<file path="config.mk">
export PLATFORM = sky130hd
export DESIGN_NAME = button_press_hold_classifier_core
export DESIGN_NICKNAME = d
export VERILOG_FILES = /design/src/bphc_pkg.sv /design/src/bphc_cfg_regs.sv /design/src/bphc_btn_core.sv /design/src/button_press_hold_classifier_core.sv
export SDC_FILE = /design/constraint.sdc
export NUM_CORES = 1
export LEC_CHECK = 0
export BUFFER_PORTS_ARGS = -buffer_cell sky130_fd_sc_hd__buf_4
export CORE_MARGIN = 10
export CORE_UTILIZATION = 45
export DETAILED_ROUTE_END_ITERATION = 7
export GPL_TIMING_DRIVEN = 0
export PLACE_DENSITY = 0.74
export RECOVER_POWER = 25
export SLEW_MARGIN = 20
export SYNTH_ARGS = -nofsm -noshare
export SYNTH_HDL_FRONTEND = slang
export SYNTH_SLANG_ARGS = --single-unit
</file>
<file path="constraint.sdc">
create_clock -name clk -period 10.05 [get_ports clk]
set_input_delay 1.005 -clock clk [delete_from_list [all_inputs] [get_ports clk]]
set_output_delay 1.005 -clock clk [all_outputs]
set_load 0.005 [all_outputs]
</file>
<file path="src/bphc_pkg.sv">
// ----------------------------------------------------------------------------
// bphc_pkg
// Shared types and constants for the button press / hold classifier.
// ----------------------------------------------------------------------------
package bphc_pkg;

	localparam int NUM_BUTTONS = 4;
	localparam int BTN_W       = $clog2(NUM_BUTTONS);
	localparam int COUNT_WIDTH = 32;
	localparam int THRESH_W    = 32;
	localparam int QTICKS_W    = 32;
	localparam int ACTION_W    = 3;
	localparam int REG_IDX_W   = 2;
	localparam int CFG_DATA_W  = 32;

	localparam logic [COUNT_WIDTH-1:0] CNT_MAX    = {COUNT_WIDTH{1'b1}};
	localparam logic [THRESH_W-1:0]    THRESH_RST = THRESH_W'(100);

	typedef enum logic [ACTION_W-1:0] {
		ACT_TICK      = 3'd0,
		ACT_PIN       = 3'd1,
		ACT_PRESS_ACK = 3'd2,
		ACT_HOLD_ACK  = 3'd3,
		ACT_QUERY     = 3'd4
	} action_t;

	typedef enum logic [REG_IDX_W-1:0] {
		REG_HOLD_THRESH = 2'd0,
		REG_HELD_EN     = 2'd1,
		REG_PRESS_EN    = 2'd2,
		REG_RELEASE_EN  = 2'd3
	} reg_idx_t;

	typedef struct packed {
		logic [THRESH_W-1:0]    hold_thresh;
		logic [NUM_BUTTONS-1:0] held_en;
		logic [NUM_BUTTONS-1:0] press_en;
		logic [NUM_BUTTONS-1:0] release_en;
	} cfg_t;

	typedef struct packed {
		logic [ACTION_W-1:0] action;
		logic [BTN_W-1:0]    button;
		logic                pin_high;
		logic [QTICKS_W-1:0] query_ticks;
	} item_t;

	typedef struct packed {
		logic [NUM_BUTTONS-1:0] held_events;
		logic                   press_event;
		logic                   release_event;
		logic [BTN_W-1:0]       event_button;
		logic [NUM_BUTTONS-1:0] pressed_mask;
		logic [NUM_BUTTONS-1:0] short_press_mask;
		logic                   held_answer;
	} result_t;

endpackage

</file>
<file path="src/bphc_cfg_regs.sv">
// ----------------------------------------------------------------------------
// bphc_cfg_regs
// Configuration registers: hold threshold and per-button event enables.
// ----------------------------------------------------------------------------
module bphc_cfg_regs (
	input  logic                               clk,
	input  logic                               arst_n,
	input  logic                               cfg_we,
	input  logic [bphc_pkg::REG_IDX_W-1:0]     cfg_index,
	input  logic [bphc_pkg::CFG_DATA_W-1:0]    cfg_wdata,
	output bphc_pkg::cfg_t                     cfg
);
	import bphc_pkg::*;

	cfg_t cfg_q;

	always_ff @(posedge clk or negedge arst_n) begin
		if (!arst_n) begin
			cfg_q.hold_thresh <= THRESH_RST;
			cfg_q.held_en     <= '0;
			cfg_q.press_en    <= '0;
			cfg_q.release_en  <= '0;
		end else if (cfg_we) begin
			case (reg_idx_t'(cfg_index))
				REG_HOLD_THRESH: cfg_q.hold_thresh <= cfg_wdata[THRESH_W-1:0];
				REG_HELD_EN:     cfg_q.held_en     <= cfg_wdata[NUM_BUTTONS-1:0];
				REG_PRESS_EN:    cfg_q.press_en    <= cfg_wdata[NUM_BUTTONS-1:0];
				REG_RELEASE_EN:  cfg_q.release_en  <= cfg_wdata[NUM_BUTTONS-1:0];
				default: ;
			endcase
		end
	end

	assign cfg = cfg_q;

endmodule

</file>
<file path="src/bphc_btn_core.sv">
// ----------------------------------------------------------------------------
// bphc_btn_core
// Per-button state (press counter, hold ack, short press pending) and the
// combinational update that turns one transaction into its result.
// ----------------------------------------------------------------------------
module bphc_btn_core (
	input  logic              clk,
	input  logic              arst_n,
	input  bphc_pkg::item_t   item,
	input  logic              advance,
	input  bphc_pkg::cfg_t    cfg,
	output bphc_pkg::result_t result_d
);
	import bphc_pkg::*;

	logic [COUNT_WIDTH-1:0] count_q [NUM_BUTTONS];
	logic [COUNT_WIDTH-1:0] count_d [NUM_BUTTONS];
	logic [NUM_BUTTONS-1:0] ack_q;
	logic [NUM_BUTTONS-1:0] ack_d;
	logic [NUM_BUTTONS-1:0] spp_q;
	logic [NUM_BUTTONS-1:0] spp_d;

	always_comb begin
		count_d  = count_q;
		ack_d    = ack_q;
		spp_d    = spp_q;
		result_d = '0;
		case (item.action)
			ACT_TICK: begin
				for (int i = 0; i < NUM_BUTTONS; i++) begin
					if (count_q[i] != '0 && count_q[i] != CNT_MAX) begin
						count_d[i] = count_q[i] + 1'b1;
						if (!ack_q[i] && cfg.held_en[i] && count_d[i] >= cfg.hold_thresh) begin
							ack_d[i]                = 1'b1;
							result_d.held_events[i] = 1'b1;
						end
					end
				end
			end
			ACT_PIN: begin
				result_d.event_button = item.button;
				if (item.pin_high) begin
					if (!ack_q[item.button]) begin
						spp_d[item.button] = 1'b1;
					end
					count_d[item.button]   = '0;
					ack_d[item.button]     = 1'b0;
					result_d.release_event = cfg.release_en[item.button];
				end else begin
					count_d[item.button] = COUNT_WIDTH'(1);
					result_d.press_event = cfg.press_en[item.button];
				end
			end
			ACT_PRESS_ACK: spp_d[item.button] = 1'b0;
			ACT_HOLD_ACK:  ack_d[item.button] = 1'b1;
			ACT_QUERY: begin
				result_d.held_answer = !ack_q[item.button] &&
					(count_q[item.button] >= item.query_ticks);
			end
			default: ;
		endcase
		for (int i = 0; i < NUM_BUTTONS; i++) begin
			result_d.pressed_mask[i] = (count_d[i] != '0);
		end
		result_d.short_press_mask = spp_d;
	end

	always_ff @(posedge clk or negedge arst_n) begin
		if (!arst_n) begin
			for (int i = 0; i < NUM_BUTTONS; i++) begin
				count_q[i] <= '0;
			end
			ack_q <= '0;
			spp_q <= '0;
		end else if (advance) begin
			count_q <= count_d;
			ack_q   <= ack_d;
			spp_q   <= spp_d;
		end
	end

endmodule

</file>
<file path="src/button_press_hold_classifier_core.sv">
// ----------------------------------------------------------------------------
// button_press_hold_classifier_core
// Path: an accepted transaction passes the input register, then the result
// register; out_stall can hold it in the input register.
// Throughput: one transaction per cycle while out_stall does not hold the result.
// Reset: counters and flags clear, threshold 100, all event enables off.
// ----------------------------------------------------------------------------
module button_press_hold_classifier_core (
	input  logic                                clk,
	input  logic                                arst_n,
	input  logic                                cfg_we,
	input  logic [bphc_pkg::REG_IDX_W-1:0]      cfg_index,
	input  logic [bphc_pkg::CFG_DATA_W-1:0]     cfg_wdata,
	input  logic                                in_valid,
	output logic                                in_stall,
	input  logic [bphc_pkg::ACTION_W-1:0]       action,
	input  logic [bphc_pkg::BTN_W-1:0]          button,
	input  logic                                pin_high,
	input  logic [bphc_pkg::QTICKS_W-1:0]       query_ticks,
	output logic                                out_valid,
	input  logic                                out_stall,
	output logic [bphc_pkg::NUM_BUTTONS-1:0]    held_events,
	output logic                                press_event,
	output logic                                release_event,
	output logic [bphc_pkg::BTN_W-1:0]          event_button,
	output logic [bphc_pkg::NUM_BUTTONS-1:0]    pressed_mask,
	output logic [bphc_pkg::NUM_BUTTONS-1:0]    short_press_mask,
	output logic                                held_answer
);
	import bphc_pkg::*;

	cfg_t    cfg;
	item_t   item_s1;
	logic    valid_s1;
	result_t result_d;
	result_t result_q;
	logic    out_valid_q;
	logic    advance;

	// s1 moves into the result register when that register is free or draining
	assign advance  = valid_s1 && (!out_valid_q || !out_stall);
	assign in_stall = valid_s1 && !advance;

	bphc_cfg_regs u_cfg (
		.clk       (clk),
		.arst_n    (arst_n),
		.cfg_we    (cfg_we),
		.cfg_index (cfg_index),
		.cfg_wdata (cfg_wdata),
		.cfg       (cfg)
	);

	bphc_btn_core u_core (
		.clk      (clk),
		.arst_n   (arst_n),
		.item     (item_s1),
		.advance  (advance),
		.cfg      (cfg),
		.result_d (result_d)
	);

	always_ff @(posedge clk or negedge arst_n) begin
		if (!arst_n) begin
			valid_s1 <= 1'b0;
		end else if (!in_stall) begin
			valid_s1 <= in_valid;
		end
	end

	always_ff @(posedge clk) begin
		if (in_valid && !in_stall) begin
			item_s1.action      <= action;
			item_s1.button      <= button;
			item_s1.pin_high    <= pin_high;
			item_s1.query_ticks <= query_ticks;
		end
	end

	always_ff @(posedge clk or negedge arst_n) begin
		if (!arst_n) begin
			out_valid_q <= 1'b0;
		end else if (advance) begin
			out_valid_q <= 1'b1;
		end else if (!out_stall) begin
			out_valid_q <= 1'b0;
		end
	end

	always_ff @(posedge clk) begin
		if (advance) begin
			result_q <= result_d;
		end
	end

	assign out_valid        = out_valid_q;
	assign held_events      = result_q.held_events;
	assign press_event      = result_q.press_event;
	assign release_event    = result_q.release_event;
	assign event_button     = result_q.event_button;
	assign pressed_mask     = result_q.pressed_mask;
	assign short_press_mask = result_q.short_press_mask;
	assign held_answer      = result_q.held_answer;

`ifndef SYNTH
	a_advance_fills_out: assert property (@(posedge clk) disable iff (!arst_n)
		advance |=> out_valid_q)
		else $error("result register not loaded after transaction advanced");

	a_press_release_excl: assert property (@(posedge clk) disable iff (!arst_n)
		out_valid_q |-> !(press_event && release_event))
		else $error("press and release event in one transaction");

	a_answer_alone: assert property (@(posedge clk) disable iff (!arst_n)
		(out_valid_q && held_answer) |-> (held_events == '0 && !press_event && !release_event))
		else $error("held answer together with events");

	a_press_sets_mask: assert property (@(posedge clk) disable iff (!arst_n)
		(out_valid_q && press_event) |-> pressed_mask[event_button])
		else $error("press event without pressed button");

	a_release_clears_mask: assert property (@(posedge clk) disable iff (!arst_n)
		(out_valid_q && release_event) |-> !pressed_mask[event_button])
		else $error("release event with button still pressed");
`endif

endmodule

</file>
# ---- After elaboration in Yosys (flattened, before gate mapping)
# Index checks and enable logic that the tools add are counted.
# W data, S select, Z words.
dict set report totals {
  ramBits 0
  regBits 237
  rom_bits 0
  wordCells 166
  latchBits 0
  output_inout_bits 19
  n_memories 0
  inputBits 77
}
dict set report op_classes {
  div 0
  muxes 38
  n_reduce_logical 53
  n_eq_ne 21
  bitwise 12
  n_lt_le_gt_ge 9
  shifts 0
  n_addsub 4
  multipliers 0
}
# op n
set ops {}
lappend ops {{$pmux W128 S2} 1}
lappend ops {{$reduce_bool A32 Y1} 8}
lappend ops {{$mux W32} 7}
lappend ops {{$ge A32 B32 Y1} 5}
lappend ops {{$add A32 B1 Y32 const B} 4}
lappend ops {{$and A128 B128 Y128} 1}
lappend ops {{$mux W128} 1}
lappend ops {{$ne A32 B32 Y1 const B} 4}
lappend ops {{$not A128 Y128} 1}
lappend ops {{$and A124 B124 Y124} 1}
lappend ops {{$not A124 Y124} 1}
lappend ops {{$bmux W32 S2} 1}
lappend ops {{$demux W32 S2} 1}
lappend ops {{$reduce_and A5 Y1} 4}
lappend ops {{$logic_and A1 B1 Y1} 18}
lappend ops {{$mux W1} 18}
lappend ops {{$ne A2 B1 Y1 const B} 9}
lappend ops {{$reduce_and A2 Y1} 9}
lappend ops {{$mux W4} 3}
lappend ops {{$or A4 B4 Y4} 3}
lappend ops {{$pmux W4 S3} 1}
lappend ops {{$logic_not A1 Y1} 9}
lappend ops {{$and A4 B4 Y4} 2}
lappend ops {{$pmux W4 S2} 1}
lappend ops {{20 further kinds} 24}

# ---- Depth between registers and ports, before layout
# Gate-level depths: netlist (run 1).
dict set report logic_depth {
  ltp_word 10
  depth_mapped 17
  ltp_nobuf 16
}

# ---- By module
# From an unflattened synthesis (run 1), not the netlist that was laid out.
dict set report unflattened {
  hier_cells 2016
  hier_area_um2 18278.8
}
# mod n_inst area_per_inst_um2 cells_per_inst seq_area_each_um2
set modules_own_cells {}
lappend modules_own_cells {bphc_btn_core 1 14861.8 1858 3403.3}
lappend modules_own_cells {button_press_hold_classifier_core 1 1744.2 63 1701.6}
lappend modules_own_cells {bphc_cfg_regs 1 1672.9 95 1104.8}

# ---- Worst setup path after synthesis (run 1)
# OpenSTA, ideal clock, no wires.
dict set report synth_path {
  path_type {reg-to-reg}
  startpoint {register item_s1[34] (netlist name)}
  endpoint {register result_q (netlist bit held_answer) (data pin)}
  path_buffers 3
  period_less_slack_ns 3.861
  setup_ns 0.266
  path_slack_ns 6.189
  path_stages_with_launch 12
  arrival_time_ns 3.596
  path_cell_list {edfxtp_1 clkbuf_1 clkbuf_1 buf_1 mux4_1 ha_1 a21o_1 a211oi_1 a211oi_1 a221o_1 a221oi_1 o21ai_0}
}
dict set report synth_via {
  elab_chain_len 6
  word_cells_on_any_way 9
  cone_classes {1 x order compare; 5 x mux; 1 x bitwise; 2 x reduce/logical}
}
# item line_no
set synth_rtl {}
lappend synth_rtl {{start, declared} button_press_hold_classifier_core.sv:33} ;# item_t item_s1;
lappend synth_rtl {{$not A2 Y3 (implied by the code)} bphc_btn_core.sv:58} ;# (count_q[item.button] >= item.query_ticks);
lappend synth_rtl {{$bmux W32 S2} bphc_btn_core.sv:58}
lappend synth_rtl {{$mux W32 (implied by the code) (2 in a row)} bphc_btn_core.sv:58}
lappend synth_rtl {{$ge A32 B32 Y1} bphc_btn_core.sv:58}
lappend synth_rtl {{$logic_and A1 B1 Y1 (*)} bphc_btn_core.sv:57} ;# result_d.held_answer = !ack_q[item.button] &&
lappend synth_rtl {{end signal, assigned} button_press_hold_classifier_core.sv:91} ;# result_q <= result_d;
lappend synth_rtl {{end, declared} button_press_hold_classifier_core.sv:36} ;# result_t result_q;
# Every way passes the cells marked *; elsewhere a longest branch is shown, timed or not. The select of a mux whose other input is x is not followed.
# A chain may end at the register's enable or synchronous reset.

# ---- Worst setup path after layout (run 1)
dict set report layout_path {
  startpoint {register u_core.count_q[64] (netlist name)}
  endpoint {register result_q (netlist bit held_events[1]) (data pin)}
}
dict set report layout_via {
  elab_chain_len 4
  word_cells_on_any_way 8
  cone_classes {1 x add/sub; 1 x order compare; 1 x eq/ne; 1 x mux; 4 x reduce/logical}
}
# item line_no
set layout_rtl {}
lappend layout_rtl {{start, declared} bphc_btn_core.sv:16} ;# logic [COUNT_WIDTH-1:0] count_q [NUM_BUTTONS];
lappend layout_rtl {{start signal, assigned} bphc_btn_core.sv:76} ;# count_q <= count_d;
lappend layout_rtl {{$add A32 B1 Y32} bphc_btn_core.sv:32} ;# count_d[i] = count_q[i] + 1'b1;
lappend layout_rtl {{$ge A32 B32 Y1} bphc_btn_core.sv:33} ;# if (!ack_q[i] && cfg.held_en[i] && count_d[i] >= cfg.hold_thresh) begin
lappend layout_rtl {{$logic_and A1 B1 Y1} bphc_btn_core.sv:33}
lappend layout_rtl {{$mux W1} bphc_btn_core.sv:33}
# Several ways; a longest one is shown, not always the timed one.

==> results of run 1 <==
[sequential cells by signal, indices dropped and copies added (netlist names)]
signal / count
valid_s1: 1
event_button: 2
u_core.count_q: 128
held_events: 4
release_event: 1
held_answer: 1
pressed_mask: 4
short_press_mask: 4
out_valid: 1
u_core.ack_q: 4
press_event: 1
u_cfg.cfg: 44
u_core.spp_q: 4
item_s1: 38
[cell families (layout without fill, tap and decap cells)]
kind of cell    count (synthesis)  count (layout)
xor+xnor                      111             111
buf+inv                       259             410
compound gates                483             483
mux                            56              56
flops                         237             237
simple gates                  709             709
fa+ha+maj                     168             168
[power breakdown]
part | leakage [nW] | switching, W | internal [W] | total (W)
clock network | 0.432 | 0.000441 | 0.000575 | 0.00102
logic | 5.99 | 0.000610 | 0.000349 | 0.000958
registers | 2.95 | 0.0000868 | 0.00108 | 0.00117
total | 9.37 | 0.00114 | 0.00201 | 0.00315
[placed cells by master (no fill, tap or decap), types with 11 or more instances in the layout]
| cell | synthesis | final |
|---|---|---|
| nand2_1 | 213 | 213 |
| dfrtp_1 | 179 | 179 |
| o21ai_0 | 176 | 176 |
| ha_1 | 168 | 168 |
| inv_1 | 120 | 120 |
| clkbuf_1 | 105 | 111 |
| nor2_1 | 95 | 95 |
| a21oi_1 | 95 | 95 |
| nand4_1 | 69 | 69 |
| nand3_1 | 66 | 66 |
| nor3_1 | 65 | 65 |
| a21o_1 | 65 | 65 |
| xnor2_1 | 63 | 63 |
| a22o_1 | 62 | 62 |
| buf_4 | 4 | 59 |
| edfxtp_1 | 55 | 55 |
| xor2_1 | 48 | 48 |
| nor4_1 | 42 | 42 |
| clkbuf_4 | 0 | 38 |
| mux4_2 | 34 | 34 |
| and3_1 | 31 | 31 |
| clkbuf_16 | 0 | 29 |
| nand2b_1 | 24 | 24 |
| and4_1 | 17 | 17 |
| buf_1 | 15 | 15 |
| or3_1 | 14 | 14 |
| buf_2 | 14 | 14 |
| mux2_2 | 14 | 14 |
| nor2b_1 | 13 | 13 |
| o31ai_1 | 12 | 12 |
| a211oi_1 | 11 | 11 |
[per-stage QoR]
stage	area [µm²]	hold slack (ns)	power, W	util [%]	setup slack [ns]
2_1_floorplan	18000	0.439	0.00171	-	6.19
3_3_place_gp	19400	0.455	0.00207	48.9	4.67
3_5_place_dp	19500	0.464	0.00211	49.2	4.64
4_1_cts	20400	0.289	0.00312	51.4	4.62
5_1_grt	20400	0.509	0.00327	51.3	3.59
6_report	20400	0.481	0.00315	51.3	4.47
[layer usage]
metal  track usage, %  up-vias  routed length (µm)
met5                0        -                  16
met4             18.5        2                5540
met3             6.10      301                7990
met2             44.9     1114               31300
met1             37.8     8325               27700
li1                 -     7656                   -
[cell type report]
class / instances / area, µm²
inverter: 120 / 450
fill: 3686 / 19300
clock buffer: 33 / 741
tap: 525 / 657
clock inverter: 19 / 146
sequential: 237 / 6210
buffer: 139 / 557
multi-input combinational: 1527 / 10800
timing repair buffer: 99 / 785
[cells in the mapped netlist (31+ instances only)]
master and number:
nand2_1 213, dfrtp_1 179, o21ai_0 176, ha_1 168, inv_1 120, clkbuf_1 105
a21oi_1 95, nor2_1 95, nand4_1 69, nand3_1 66, a21o_1 65, nor3_1 65
xnor2_1 63, a22o_1 62, edfxtp_1 55, xor2_1 48, nor4_1 42, mux4_2 34
and3_1 31
[path summary, 6_finish.rpt]
check                                                from                         endpoint  slack (ns)
hold reg to reg               u_core.spp_q[1]$_DFFE_PN0P_      u_core.spp_q[1]$_DFFE_PN0P_        0.48
hold / removal                u_core.spp_q[1]$_DFFE_PN0P_      u_core.spp_q[1]$_DFFE_PN0P_        0.48
max in group asynchronous                          arst_n   u_core.count_q[13]$_DFFE_PN0P_        4.58
setup reg to reg           u_core.count_q[64]$_DFFE_PN0P_     held_events[1]$_SDFFCE_PN0P_        4.47
setup / recovery           u_core.count_q[64]$_DFFE_PN0P_     held_events[1]$_SDFFCE_PN0P_        4.47
min in group asynchronous                          arst_n  u_core.count_q[115]$_DFFE_PN0P_        0.91
[critical path, stage by stage (launching register included)]
cell	delay (ns)
dfrtp_1	0.69
ha_1	0.38
nand2_1	0.15
nor3_1	0.95
and3_1	0.28
clkbuf_1	0.35
nand3_1	0.14
xor2_1	0.41
inv_1	0.09
ha_1	0.28
nand4_1	0.10
or2_2	0.33
or3_1	0.31
o21ai_0	0.59
nand2_1	0.11
nor3_1	0.20
==> results.yml, run 1 <==
run_status:
  outcome: "complete, but fails checks"
  violations: "capacitance limit, slew limit"
clock_tree:
  clock_latency_ns: 0.58
  postCtsHoldBufs: 0
  clk_pin_slew_ns: 0.07
  root_buffer: "clkbuf_16"
  cts_tree: "built"
  cts_sinks: 237
  cts_setup_buffers: 0
  cts-htree-levels: 1
  cts_buffer_depth: 3
  cts_resized: 0
  cts_made_buffers: 28
global_route:
  grt_usage_pct: 29.5
  grt_pass1_wl_um: 107000
  grt_pass1_vias: 16800
  grt_max_degree: 89
  overflow: 0
  grt_antenna_before_repair: 1
routing:
  first_pass_iters: 6
  drt-initial-drc-count: 2618
  viasPerCell: 6.45
  ant_nets: 0
  post_drt_wl_per_cell_um: 26.9
  vias: 17400
  drc_errors: 0
  wl_um: 72500
synthesis:
  synth-async-reset-ratio_pct: 76.8
  yosysSeqAreaShare_pct: 34.5
  synth-edff-count: 55
  synth_top_family_by_area: "simple AND/OR/NAND/NOR gates"
  synthFlopType: "dfrtp_1"
  synth_compound_area_share_pct: 17.0
  synth_xor_area_share_pct: 5.40
  synth_mux_area_share_pct: 5.66
  syn_inst: 2023
  syn_area_mm2: 0.0180
  synth_fa_ha_area_share_pct: 11.7
  syn_area_per_cell_um2: 8.90
  yosys-top-cells-area: "dfrtp_1 25%, ha_1 12%, edfxtp_1 9.2%"
  ys_seq_elements: 237
  syn-num-nets: 2268
  synth_top_area_share_pct: 24.9
  synthSimpleGateAreaFrac_pct: 20.2
  yosys_warnings: 0
  ys_types: 73
  yosysTopAreaCell: "dfrtp_1"
worst_setup_path:
  end_kind: "register"
  rr_worst_depth: 15
  required_ns: 10.45
  path_class: "register to register"
  critPathLaunchType: "register"
  crit_path_max_fanout: 10
  critical_path_arrival_ns: 5.97
timing:
  relSlewSlack_pct: -164
  fin_setup_tns_ns: 0
  fin_crit_sh_pct: 55.5
  rsz0062_at_grt: "no"
  hold_viol_final: 0
  setup_viol: 0
  worst_pin_slew_ns: 3.96
  period_needed_ns: 5.58
  fin_skew_ns: 0.0150
  maxSlewViolCount: 97
  clock.fmax_ghz: 0.179
placement:
  io_buffers: 95
  gp_congestion: 1.09
  dp_cells: 2647
  place_hpwl_um: 55700
flow_run:
  drv_cap: 2
power:
  power.leakage_nw: 9.37
  power_density_mw_per_mm2: 155
  ir_drop_mv: 0.139
layout:
  area_growth_pct: 13.0
  layout-drive-gt1-share_pct: 10.8
  final_cell_count_no_fill: 2699
  nets: 2397
  antenna_cells: 0
floorplanning:
  die-area_mm2: 0.0484
  rows: 73
  die-height_um: 220
  initial_utilization_pct: 45.4
  die_x_um: 220
  core-area_mm2: 0.0396
  boundaryPins: 96
worst_hold_path:
  hold_path_depth: 2
  hold_class: "register to register"
Power figures use the tool's default switching activity.
==> run 2, diff against run 1 <==
Clock period 10.05 ns to 5.65 ns, I/O delays scaled along.
==> results.yml, run 2 (synthesis gave the netlist of run 1 again) <==
clock_tree:
  root_buffer: "clkbuf_16"
  cts_tree: "built"
  cts-htree-levels: 1
  clk_pin_slew_ns: 0.07
  cts_buffer_depth: 3
  cts_sinks: 237
  cts_made_buffers: 28
  clock_latency_ns: 0.58
timing:
  maxSlewViolCount: 97
  fin_hold_ws_ns: 0.182
  rsz0062_at_grt: "no"
  setup_viol: 0
  clock.fmax_ghz: 0.190
  fin_skew_ns: 0.0136
  layout_setup_ws_ns: 0.375
  fin_setup_tns_ns: 0
  hold_viol_final: 0
  worst_pin_slew_ns: 1.86
  period_needed_ns: 5.28
  fin_crit_sh_pct: 93.4
  relSlewSlack_pct: -23.8
routing:
  ant_nets: 0
  vias: 17400
  wl_um: 72600
  post_drt_wl_per_cell_um: 26.9
  drt-initial-drc-count: 2587
  first_pass_iters: 7
  viasPerCell: 6.46
  drc_errors: 0
global_route:
  grt_max_degree: 89
  busiest_layer: "met2"
  overflow: 0
  grt_antenna_before_repair: 1
  grt_pass1_vias: 16800
  use_met1_pct: 37.8
  grt_usage_pct: 29.5
  grtUsageMet2_pct: 44.9
  grt_pass1_wl_um: 107000
  met3_usage_pct: 6.10
worst_setup_path:
  r2r-end: "held_events[1]$_SDFFCE_PN0P_"
  timing.rr.start: "u_core.count_q[66]$_DFFE_PN0P_"
  rr_worst_depth: 14
  path_class: "register to register"
  critPathLaunchType: "register"
  crit_path_max_fanout: 10
  end_kind: "register"
  required_ns: 6.04
  critical_path_arrival_ns: 5.67
  r2r_slack_ns: 0.37
power:
  ir_drop_mv: 0.244
  power.leakage_nw: 9.37
  power_density_mw_per_mm2: 275
layout:
  area_growth_pct: 13.1
  largest_reg_flops: 128
  fillCellCount: 3688
  nets: 2397
  top_register: "u_core.count_q"
  layout-drive-gt1-share_pct: 10.8
  final_common_cell: "nand2_1"
  layout_common_cells: "213 x nand2_1, 179 x dfrtp_1, 176 x o21ai_0"
placement:
  gp_congestion: 1.09
  pre_cts_slack_ns: 0.239
  place_hpwl_um: 55700
  io_buffers: 95
floorplanning:
  boundaryPins: 96
  rows: 73
  die-height_um: 220
  die-area_mm2: 0.0484
  initial_utilization_pct: 45.4
  die_x_um: 220
  core-area_mm2: 0.0396
worst_hold_path:
  hold_class: "primary input to register"
  holdPathEnd: "item_s1[2]$_DFFE_PP_"
  min_from: "query_ticks[2]"
  hold_path_depth: 1
run_status:
  outcome: "complete, but fails checks"
  violations: "capacitance limit, slew limit"
flow_run:
  drv_cap: 2
==> run 2: how the worst max path moves through the flow <==
| stage | startpoint | endpoint | depth (start not counted) |
|---|---|---|---|
| 2_1_floorplan | item_s1[34]$_DFFE_PP_ | held_answer$_SDFFCE_PP0P_ | 11 |
| 3_3_place_gp | u_core.count_q[66]$_DFFE_PN0P_ | held_events[1]$_SDFFCE_PN0P_ | 15 |
| 3_5_place_dp | u_core.count_q[66]$_DFFE_PN0P_ | held_events[1]$_SDFFCE_PN0P_ | 15 |
| 4_1_cts | u_core.count_q[66]$_DFFE_PN0P_ | held_events[1]$_SDFFCE_PN0P_ | 15 |
| 5_1_grt | u_core.count_q[66]$_DFFE_PN0P_ | held_events[1]$_SDFFCE_PN0P_ | 15 |
| 6_report | u_core.count_q[66]$_DFFE_PN0P_ | held_events[1]$_SDFFCE_PN0P_ | 14 |
==> run 2: area by class of cell <==
type,instances,area (µm²),area share [%]
Multi-Input combinational cell,1527,10800,53.1
Sequential cell,237,6210,30.5
Timing Repair Buffer,100,788,3.87
Clock buffer,33,741,3.64
Tap cell,525,657,3.23
Buffer,138,553,2.72
Inverter,120,450,2.21
Clock inverter,19,146,0.719
Antenna cell,1,2.50,0.0123
==> run 2: timing repair <==
action | CTS | global route
hold endpoints to repair | 31 | 0
hold buffers | 1 | 0
resized for setup | 0 | 1
setup endpoints to repair | 0 | 1
setup buffers | 0 | 0
==> run 2: per-stage QoR <==
stage          power [W]  std cells  utilization [%]  area, µm²
5_1_grt          0.00582       2699             51.4      20400
3_3_place_gp     0.00368       2643             48.9      19400
6_report         0.00559       2700             51.4      20400
4_1_cts          0.00554       2700             51.5      20400
3_5_place_dp     0.00375       2647             49.2      19500
2_1_floorplan    0.00304       2023                -      18000
==> run 2: routing by layer <==
metal / wire length, µm / share of wire [%] / up-vias
met4: 5490 / 7.6 / 2
met5: 17 / 0.023 / -
met2: 31400 / 43 / 1128
met1: 27900 / 38 / 8355
met3: 7810 / 11 / 282
li1: - / - / 7666
==> run 2: report_power, final <==
part	internal, W	total, W	switching (W)
sequential	0.00193	0.00210	0.000174
clock	0.00102	0.00181	0.000783
combinational	0.000618	0.00168	0.00107
total	0.00357	0.00559	0.00202
==> run 2: worst max-delay path, cell delays in order (launching register included) <==
cell and delay, ns:
dfrtp_1 0.73, nand3_1 0.42, or3_1 0.51, clkbuf_1 0.26, nor3_1 0.51, nand4_1 0.17
xor2_1 0.44, inv_1 0.11, ha_1 0.31, nand4_1 0.10, or2_2 0.33, or3_1 0.31
o21ai_0 0.56, nand2_1 0.11, nor3_1 0.21
==> run 3, diff against run 2 <==
Settings changed: CORE_UTILIZATION 45 to 52, GPL_TIMING_DRIVEN 0 to not set, PLACE_DENSITY 0.74 to 0.82, TNS_END_PERCENT set to 100.
==> results.yml, run 3 (synthesis gave the netlist of run 1 again) <==
floorplanning:
  core-area_mm2: 0.0344
  die-height_um: 206
  die-area_mm2: 0.0425
  die_x_um: 206
  boundaryPins: 96
  rows: 68
  initial_utilization_pct: 52.4
routing:
  wl_um: 70200
  wl_met2_um: 30200
  met3_length_um: 7780
  drt-initial-drc-count: 2402
  ant_nets: 0
  drc_errors: 0
  top_layer_used: "met5"
  post_drt_wl_per_cell_um: 28.0
  viasPerCell: 6.81
  vias: 17100
  m1WireLength_um: 26300
  first_pass_iters: 6
worst_setup_path:
  end_kind: "register"
  required_ns: 6.07
  critical_path_arrival_ns: 4.79
  crit_path_max_fanout: 11
  critPathLaunchType: "register"
  path_class: "register to register"
layout:
  area_growth_pct: 10.5
  top_register: "u_core.count_q"
  nets: 2275
  layout-drive-gt1-share_pct: 11.6
  largest_reg_flops: 128
  antenna_cells: 0
  fillCellCount: 3042
  final_common_cell: "nand2_1"
  layout_common_cells: "211 x nand2_1, 179 x dfrtp_1, 175 x o21ai_0"
power:
  seqPwrFrac_pct: 38.4
  p_sw_share_pct: 35.2
  internal-power_w: 0.00368
  power.leakage_nw: 9.25
  p_switching_w: 0.00200
  power_density_mw_per_mm2: 285
  clkPwrFrac_pct: 34.2
  p_comb_share_pct: 27.4
  finalPower_w: 0.00568
  ir_drop_mv: 0.301
global_route:
  grt_max_degree: 76
  grt_pass1_vias: 16400
  grt_usage_pct: 32.6
  overflow: 0
  grt_antenna_before_repair: 1
  grt_pass1_wl_um: 105000
timing:
  hold_viol_final: 0
  fin_skew_ns: 0.0185
  relSlewSlack_pct: -198
  maxSlewViolCount: 76
  layout_setup_ws_ns: 1.28
  period_needed_ns: 4.37
  worst_pin_slew_ns: 4.46
  clock.fmax_ghz: 0.229
  fin_crit_sh_pct: 77.3
  rsz0062_at_grt: "no"
  fin_setup_tns_ns: 0
  setup_viol: 0
run_status:
  violations: "capacitance limit, slew limit"
  outcome: "complete, but fails checks"
clock_tree:
  cts_tree: "built"
  cts_resized: 0
  clock_latency_ns: 0.59
  clk_pin_slew_ns: 0.07
  cts_made_buffers: 28
  cts-htree-levels: 1
  cts_buffer_depth: 3
  cts_sinks: 237
  cts_setup_buffers: 0
  root_buffer: "clkbuf_16"
  postCtsHoldBufs: 0
placement:
  io_buffers: 95
  place_hpwl_um: 52700
  gp_congestion: 1.06
  pre_cts_slack_ns: 1.37
worst_hold_path:
  hold_class: "primary input to register"
flow_run:
  drv_cap: 1
[run 3: changes by cell type in the layout (fill, tap and decap cells not counted), moves of 3 or more]
cell / previous run / this run
buf_4: 58 / 74
buf_2: 14 / 0
clkinv_1: 6 / 0
clkbuf_8: 0 / 7
buf_1: 15 / 0
clkbuf_2: 3 / 0
clkbuf_1: 111 / 7
[run 3: final timing paths]
path                                                startpoint                             end  slack, ns  cells past startpoint
worst max-delay path            u_core.count_q[64]$_DFFE_PN0P_    held_events[1]$_SDFFCE_PN0P_       1.28                     14
worst min-delay path                           query_ticks[19]           item_s1[19]$_DFFE_PP_       0.18                      1
worst max register to register  u_core.count_q[64]$_DFFE_PN0P_    held_events[1]$_SDFFCE_PN0P_       1.28                     14
worst min register to register     u_core.spp_q[3]$_DFFE_PN0P_     u_core.spp_q[3]$_DFFE_PN0P_       0.48                      2
max in group asynchronous                               arst_n  u_core.count_q[89]$_DFFE_PN0P_       1.40                      2
min in group asynchronous                               arst_n  u_core.count_q[47]$_DFFE_PN0P_       1.58                      1
[run 3: layout make-up]
type                            instances  area [µm²]  share of cell area [%]
Tap cell                              455         569                    2.86
Clock inverter                         11         116                   0.585
Sequential cell                       237        6210                    31.2
Clock buffer                           41         862                    4.33
Multi-Input combinational cell       1527       10800                    54.3
Timing Repair Buffer                  116         885                    4.45
Inverter                              120         450                    2.26
[run 3: per-layer routing]
| metal | global-route usage (%) | vias up |
|---|---|---|
| li1 | - | 7429 |
| met1 | 41.2 | 8191 |
| met2 | 48.4 | 1161 |
| met3 | 7.49 | 299 |
| met4 | 23.3 | 2 |
| met5 | 0 | - |
[run 3: power by group through the flow]
| stage | clock (W) | combinational, W | sequential [W] |
|---|---|---|---|
| after floorplan | 0 | 0.00101 | 0.00204 |
| after detailed placement | 0 | 0.00151 | 0.00220 |
| final | 0.00194 | 0.00156 | 0.00218 |
| after global routing | 0.00201 | 0.00168 | 0.00219 |
| after CTS | 0.00195 | 0.00152 | 0.00217 |
| after global placement | 0 | 0.00148 | 0.00219 |
[run 3: worst max-delay path: stages (launching register included)]
cell and delay, ns:
dfrtp_1 0.54, nand3_1 0.35, or3_1 0.67, nor3_1 0.49, nand4_1 0.17, xor2_1 0.25
inv_1 0.08, ha_1 0.29, and4_1 0.22, nand2_1 0.05, or2_2 0.29, or3_1 0.31
o21ai_0 0.25, nand2_1 0.09, nor3_1 0.14
[run 3: per-stage QoR]
stage | std cells | hold WS (ns) | utilization (%) | cell area, µm²
after floorplan | 2023 | 0.269 | - | 18000
after global placement | 2454 | 0.452 | 55.0 | 18900
after detailed placement | 2454 | 0.460 | 55.0 | 18900
after CTS | 2506 | 0.0459 | 57.9 | 19900
after global routing | 2507 | 0.165 | 57.9 | 19900
final | 2507 | 0.175 | 57.9 | 19900
